File: src/rzv_pkg.sv
// ----------------------------------------------------------------------------
// rzv_pkg
// Widths and constants shared by the rotated zigzag varint decoder files.
// ----------------------------------------------------------------------------
package rzv_pkg;

  localparam int BYTE_W   = 8;
  localparam int VALUE_W  = 32;
  localparam int COUNT_W  = 3;
  localparam int GROUP_W  = 7;
  localparam int INDEX_W  = 3;

  // Position of the continuation mark within a byte.
  localparam int CONT_BIT = 7;
  // Bit of the first byte that carries group bit 0.
  localparam int ROT_BIT  = 6;

  // Index of the last byte position of a value.
  localparam logic [INDEX_W-1:0] LAST_INDEX = 3'd4;
  localparam logic [INDEX_W-1:0] FIRST_INDEX = 3'd0;

  localparam logic [COUNT_W-1:0] MAX_COUNT = 3'd5;

endpackage

File: src/rzv_byte_if.sv
// ----------------------------------------------------------------------------
// rzv_byte_if
// Valid/ready channel that carries one raw byte of the encoded stream.
// ----------------------------------------------------------------------------
interface rzv_byte_if
  import rzv_pkg::*;
();
  logic              valid;
  logic              ready;
  logic [BYTE_W-1:0] in_byte;

  modport source (output valid, output in_byte, input ready);
  modport sink   (input valid, input in_byte, output ready);
endinterface

File: src/rzv_result_if.sv
// ----------------------------------------------------------------------------
// rzv_result_if
// Valid/ready channel that carries one decoded value with its byte count
// and overflow flag.
// ----------------------------------------------------------------------------
interface rzv_result_if
  import rzv_pkg::*;
();
  logic                      valid;
  logic                      ready;
  logic signed [VALUE_W-1:0] value;
  logic        [COUNT_W-1:0] byte_count;
  logic                      overflow;

  modport source (output valid, output value, output byte_count, output overflow,
                  input ready);
  modport sink   (input valid, input value, input byte_count, input overflow,
                  output ready);
endinterface

File: src/rotated_zigzag_varint_decoder.sv
// ----------------------------------------------------------------------------
// rotated_zigzag_varint_decoder
// Decodes 32-bit zigzag varints from a byte stream, first byte rotated.
// ----------------------------------------------------------------------------
// The decoder takes one byte per clock cycle and keeps that rate for any
// stream, stalling only when the result side holds back. A byte passes an
// input register and then the group merge and zigzag logic into the result
// register, from which the value is offered. A value ends on a byte with
// bit 7 clear, or on a fifth byte in any case; a fifth byte with bit 7 set
// flags overflow. Bytes that do not end a value produce no item.
module rotated_zigzag_varint_decoder
  import rzv_pkg::*;
(
  input  logic          clk,
  input  logic          rst,
  rzv_byte_if.sink      bytes,
  rzv_result_if.source  results
);

  // Input register.
  logic              s1_valid;
  logic [BYTE_W-1:0] s1_byte;

  // Decode state.
  logic [INDEX_W-1:0] group_index;
  logic [VALUE_W-1:0] accumulator;

  // Result register.
  logic                      out_valid;
  logic signed [VALUE_W-1:0] out_value;
  logic        [COUNT_W-1:0] out_count;
  logic                      out_overflow;

  logic               advance;
  logic               more;
  logic               emit;
  logic [INDEX_W-1:0] idx;
  logic [GROUP_W-1:0] group;
  logic [VALUE_W-1:0] acc_base;
  logic [VALUE_W-1:0] shifted;
  logic [VALUE_W-1:0] word;
  logic [VALUE_W-1:0] decoded;

  assign advance = s1_valid && (!out_valid || results.ready);
  assign bytes.ready = !s1_valid || advance;

  always_comb begin
    more = s1_byte[CONT_BIT];
    idx  = (group_index > LAST_INDEX) ? LAST_INDEX : group_index;
    if (idx == FIRST_INDEX) begin
      group    = {s1_byte[ROT_BIT-1:0], s1_byte[ROT_BIT]};
      acc_base = '0;
    end else begin
      group    = s1_byte[GROUP_W-1:0];
      acc_base = accumulator;
    end
    // The fifth group keeps only its low four bits.
    case (idx)
      3'd0:    shifted = {{(VALUE_W-GROUP_W){1'b0}}, group};
      3'd1:    shifted = {{(VALUE_W-2*GROUP_W){1'b0}}, group, {GROUP_W{1'b0}}};
      3'd2:    shifted = {{(VALUE_W-3*GROUP_W){1'b0}}, group, {(2*GROUP_W){1'b0}}};
      3'd3:    shifted = {{(VALUE_W-4*GROUP_W){1'b0}}, group, {(3*GROUP_W){1'b0}}};
      default: shifted = {group[VALUE_W-4*GROUP_W-1:0], {(4*GROUP_W){1'b0}}};
    endcase
    word    = acc_base | shifted;
    decoded = {1'b0, word[VALUE_W-1:1]} ^ {VALUE_W{word[0]}};
    emit    = !(more && (idx < LAST_INDEX));
  end

  always_ff @(posedge clk) begin
    if (rst) begin
      s1_valid <= 1'b0;
    end else if (bytes.ready) begin
      s1_valid <= bytes.valid;
    end
    if (bytes.ready && bytes.valid) begin
      s1_byte <= bytes.in_byte;
    end
  end

  always_ff @(posedge clk) begin
    if (rst) begin
      group_index <= FIRST_INDEX;
      accumulator <= '0;
    end else if (advance) begin
      if (emit) begin
        group_index <= FIRST_INDEX;
        accumulator <= '0;
      end else begin
        group_index <= idx + 3'd1;
        accumulator <= word;
      end
    end
  end

  always_ff @(posedge clk) begin
    if (rst) begin
      out_valid <= 1'b0;
    end else if (advance) begin
      out_valid <= emit;
    end else if (results.ready) begin
      out_valid <= 1'b0;
    end
    if (advance && emit) begin
      out_value    <= decoded;
      out_count    <= idx + 3'd1;
      out_overflow <= more;
    end
  end

  assign results.valid      = out_valid;
  assign results.value      = out_value;
  assign results.byte_count = out_count;
  assign results.overflow   = out_overflow;

  a_index_range: assert property (@(posedge clk) disable iff (rst)
    group_index <= LAST_INDEX)
    else $error("group index beyond last byte position");

  a_overflow_count: assert property (@(posedge clk) disable iff (rst)
    out_valid && out_overflow |-> out_count == MAX_COUNT)
    else $error("overflow flagged on a value shorter than five bytes");

  a_emit_restart: assert property (@(posedge clk) disable iff (rst)
    advance && emit |=> group_index == FIRST_INDEX && out_valid)
    else $error("finished value did not restart the decode");

  a_continue_step: assert property (@(posedge clk) disable iff (rst)
    advance && !emit |=> group_index == $past(idx) + 3'd1)
    else $error("group index did not step on a continued byte");

endmodule
File: src/flat_wrapper.sv
// flat-port wrapper written by rule: the top's interface ports become plain ports
module rotated_zigzag_varint_decoder_flat import rzv_pkg::*;
  (clk, rst, bytes_valid, bytes_in_byte, bytes_ready, results_valid, results_value, results_byte_count, results_overflow, results_ready);
  rzv_byte_if bytes_i ();
  rzv_result_if results_i ();
  input  logic clk;
  input  logic rst;
  input wire logic [$bits(bytes_i.valid)-1:0] bytes_valid;
  input wire logic [$bits(bytes_i.in_byte)-1:0] bytes_in_byte;
  output wire logic [$bits(bytes_i.ready)-1:0] bytes_ready;
  output wire logic [$bits(results_i.valid)-1:0] results_valid;
  output wire logic [$bits(results_i.value)-1:0] results_value;
  output wire logic [$bits(results_i.byte_count)-1:0] results_byte_count;
  output wire logic [$bits(results_i.overflow)-1:0] results_overflow;
  input wire logic [$bits(results_i.ready)-1:0] results_ready;
  assign bytes_i.valid = bytes_valid;
  assign bytes_i.in_byte = bytes_in_byte;
  assign bytes_ready = bytes_i.ready;
  assign results_valid = results_i.valid;
  assign results_value = results_i.value;
  assign results_byte_count = results_i.byte_count;
  assign results_overflow = results_i.overflow;
  assign results_i.ready = results_ready;
  rotated_zigzag_varint_decoder u_core (.clk(clk), .rst(rst), .bytes(bytes_i), .results(results_i));
endmodule
File: config.mk
export PLATFORM = sky130hd
export DESIGN_NAME = rotated_zigzag_varint_decoder_flat
export DESIGN_NICKNAME = d
export VERILOG_FILES = /design/src/rzv_pkg.sv /design/src/rzv_byte_if.sv /design/src/rzv_result_if.sv /design/src/rotated_zigzag_varint_decoder.sv /design/src/flat_wrapper.sv
export SDC_FILE = /design/constraint.sdc
export NUM_CORES = 1
export LEC_CHECK = 0
export BUFFER_PORTS_ARGS = -buffer_cell sky130_fd_sc_hd__buf_2
export CELL_PAD_IN_SITES_DETAIL_PLACEMENT = 1
export CELL_PAD_IN_SITES_GLOBAL_PLACEMENT = 1
export CORE_ASPECT_RATIO = 0.7
export CORE_UTILIZATION = 45
export DETAILED_ROUTE_END_ITERATION = 10
export GPL_ROUTABILITY_DRIVEN = 0
export PLACE_DENSITY = 0.75
export SETUP_SLACK_MARGIN = 0.3
export SLEW_MARGIN = 20
export SYNTH_ARGS = -nofsm -noshare
export SYNTH_HDL_FRONTEND = slang
export SYNTH_SLANG_ARGS = --single-unit
File: constraint.sdc
create_clock -name clk -period 4.5 [get_ports clk]
set_input_delay 1.35 -clock clk [delete_from_list [all_inputs] [get_ports clk]]
set_output_delay 1.35 -clock clk [all_outputs]
set_load 0.005 [all_outputs]
==> run_results.csv <==
group,metric,value,unit
sta,finalSetupTns,0,ps
clocking,cts_made_buffers,9,
min_path,whs_path_depth,2,
place,port_buffers,49,
synth,synth_top_area_cell,"edfxtp_1",
pwr,leakagePower,1.38,nW
pwr,power_frac_seq,55.6,%
sta,maxSlewViolCount,0,
synth,synthMuxAreaShare,2.83,%
worst_setup_path,crit_path_end_kind,"output pin",
sta,grt_setup_unrepaired,"no",
drt,first_iter_violations,92,
worst_setup_path,critPathMaxStageDelay,190,ps
worst_setup_path,r2r_setup_slack,1580,ps
worst_setup_path,crit_family,"simple AND/OR/NAND/NOR gates",
drt,drt_wl_total,7.01,mm
synth,synth.most_common_cell,"edfxtp_1",
synth,synth_top_area_share,38.4,%
worst_setup_path,worstPathArrival,1880,ps
synth,seq_area_frac_synth,59.9,%
pwr,p_int,1.12,mW
die,row_count,26,
grt,grt_start_max_net_pins,37,
drt,drc_errors,0,
worst_setup_path,critPathBufInv,2,
sta,timing.slew.headroom,32.8,%
drt,ant_nets,0,
synth,synth-adder-area-share,1.82,%
grt,antenna_found_initial,0,
grt,grt_usage,18.6,%
finish,nFillCells,780,
worst_setup_path,required,3150,ps
finish,n_antenna_cell,0,
clocking,cts_root_buf,"clkbuf_8",
clocking,post_cts_buffers,0,
die,dieArea,8010,µm²
finish,fin_util,53.3,%
status,status,"finished clean",
pwr,fin_total_pwr,1.47,mW
synth,ys_async_sr_fraction,0,%
clocking,holdBufCountCts,0,
die,io_pins,50,
worst_setup_path,ff2ff_path_depth,8,
synth,avgSynthCellArea,12.5,µm²
sta,period_minus_slack,3230,ps
clocking,clock_sinks,81,
sta,setup_violations,0,
clocking,clk_path_buf_depth,2,
sta,worst_slew_pin_slew,1010,ps
synth,synth_cell_type_count,34,
worst_setup_path,critPathKind,"input port to output pin",
grt,first_global_vias,2186,
sta,max_freq,310,MHz
synth,synthXorXnorAreaFrac,7.12,%
synth,synth_top_family_by_area,"compound AO/OA/AOI/OAI gates",
grt,grt-ovfl-total,0,
flow_run,maxCapViolations,0,
die,core-area,7350,µm²
pwr,combPwrFrac,7.9,%
pwr,ir_drop,0.169,mV
die,die_h,75.2,µm
worst_setup_path,cp_cell_sequence,"buf_2 > nor2b_4 > nand2_1 > buf_2",
pwr,clock_power_share,36.5,%
drt,vias,2272,
sta,finClkSkew,8.12,ps
pwr,p_sw,0.347,mW
pwr,p_sw_share,23.6,%
worst_setup_path,cp_max_fo,7,
synth,synth_area_leaders,"edfxtp_1 38%, dfxtp_1 22%, a22oi_1 5.9%",
die,die_x,107,µm
pwr,power_density,375,nW/µm²
synth,synth.cell_area,3440,µm²
synth,synth.ff_latch_count,81,
drt,post_drt_wl_per_cell,16.5,µm
finish,layout-drive-gt1-share,24.2,%
clocking,cts.clk_slew.worst_paths,80,ps
clocking,cts.repair.resized,0,
synth,synth-simple-area-share,7.01,%
finish,nets,338,
sta,final.period_utilization,71.7,%
worst_setup_path,timing.critical_path.mode_cell,"buf_2",
synth,ys.flop_type,"edfxtp_1",
die,initial_core_util,46.9,%
finish,areaGrowthSynthToFinish,13.7,%
drt,viasPerCell,5.36,
synth,synthCells,276,
synth,synth-edff-count,44,
worst_setup_path,start_kind,"input port",
synth,syn_nets,293,
place,hpwlAfterDp,4.70,mm
synth,synth_compound_area_share,16.2,%
clocking,clock_latency,350,ps
synth,yosys_warnings,0,
clocking,cts_htree_levels,3,
drt,drt_pass1_iterations,4,
clocking,cts_tree,"yes",
worst_setup_path,cp.depth,4,
min_path,hold_path.class,"flop to flop",
grt,grt_pass1_wl,11.2,mm
sta,hold_viol_final,0,
synth,ys_top_cells_by_count,"44 x edfxtp_1, 37 x dfxtp_1, 27 x a22oi_1, 21 x o2bb2ai_1, 18 x xor2_1",
worst_setup_path,crit_slowest_cell,"nor2b_4",
[registers in the layout, summed over array words and instances (netlist names)]
| name | count |
|---|---|
| u_core.results.overflow | 1 |
| u_core.s1_valid | 1 |
| u_core.results.valid | 1 |
| u_core.results.value | 32 |
| u_core.results.byte_count | 3 |
| u_core.accumulator | 32 |
| u_core.s1_byte | 8 |
| u_core.group_index | 3 |
[power by group through the flow]
stage          Combinational [mW]  Clock (mW)  Sequential, mW
6_report                    0.116       0.535           0.816
5_1_grt                     0.129       0.573           0.819
3_5_place_dp                0.116           0           0.833
3_3_place_gp                0.114           0           0.833
2_1_floorplan              0.0844           0           0.832
4_1_cts                     0.118       0.545           0.816
[cells by family (layout without fill, tap and decap cells)]
logic type,count (synthesis),count (layout)
mux,8,8
buf+inv,31,81
xor+xnor,28,28
simple gates,44,44
flops,81,81
fa+ha+maj,5,5
compound gates,79,79
[worst paths after layout]
| kind | end | startpoint |
|---|---|---|
| setup / recovery | bytes_ready | results_ready |
| hold reg to reg | u_core.accumulator[28] | u_core.accumulator[28] |
| hold / removal | u_core.accumulator[28] | u_core.accumulator[28] |
| setup reg to reg | u_core.results.value[6] | u_core.group_index[2] |
[placed cells by master (no fill, tap or decap), drive strengths merged]
| cell type | instances |
|---|---|
| buf | 52 |
| edfxtp | 44 |
| dfxtp | 37 |
| a22oi | 27 |
| o2bb2ai | 21 |
| xor2 | 18 |
| a21oi | 16 |
| nor2 | 15 |
| inv | 14 |
| o21ai | 11 |
| nand2 | 10 |
| xnor2 | 10 |
| clkbuf | 10 |
| ha | 5 |
| nor2b | 5 |
| mux2 | 4 |
| nor3 | 4 |
| mux2i | 4 |
| o32ai | 3 |
| nand2b | 3 |
| or3 | 3 |
| nand3 | 2 |
| clkinvlp | 2 |
| clkinv | 2 |
| and2 | 1 |
| a211o | 1 |
| nor4b | 1 |
| bufinv | 1 |
[routing by layer]
metal / wire (µm) / vias up / global-route usage, % / share of wire (%)
li1: - / 1102 / - / -
met1: 3500 / 1113 / 25.2 / 50
met2: 3200 / 49 / 29.7 / 46
met3: 234 / 8 / 5.19 / 3.3
met4: 78 / 0 / 5.48 / 1.1
met5: 0 / - / 0 / 0
[per-stage QoR]
step / cells / area [µm²] / worst slack [ps] / hold slack (ps)
CTS: 424 / 3920 / 1270 / 469
global placement: 408 / 3710 / 1280 / 437
detailed placement: 408 / 3710 / 1280 / 447
finish: 424 / 3920 / 1270 / 469
global route: 424 / 3920 / 1220 / 485
floorplan: 276 / 3440 / 895 / 430
[worst reg2reg max path, delay by kind of cell, from the launching register on]
| kind | cells | cell delay (ps) |
|---|---|---|
| xor+xnor | 1 | 240 |
| buf+inv | 3 | 710 |
| simple gates | 2 | 470 |
| fa+ha+maj | 1 | 170 |
| flops | 1 | 680 |
| mux | 1 | 490 |
[final cells by class]
type	instances	area (µm²)	share of cell area [%]
sequential	81	2060	52.7
clock inverter	6	66.3	1.69
tap	98	123	3.13
inverter	13	48.8	1.25
multi-input combinational	164	1210	30.9
clock buffer	10	138	3.51
timing repair buffer	52	268	6.84
No activity file was read; power rests on OpenSTA's default activity.
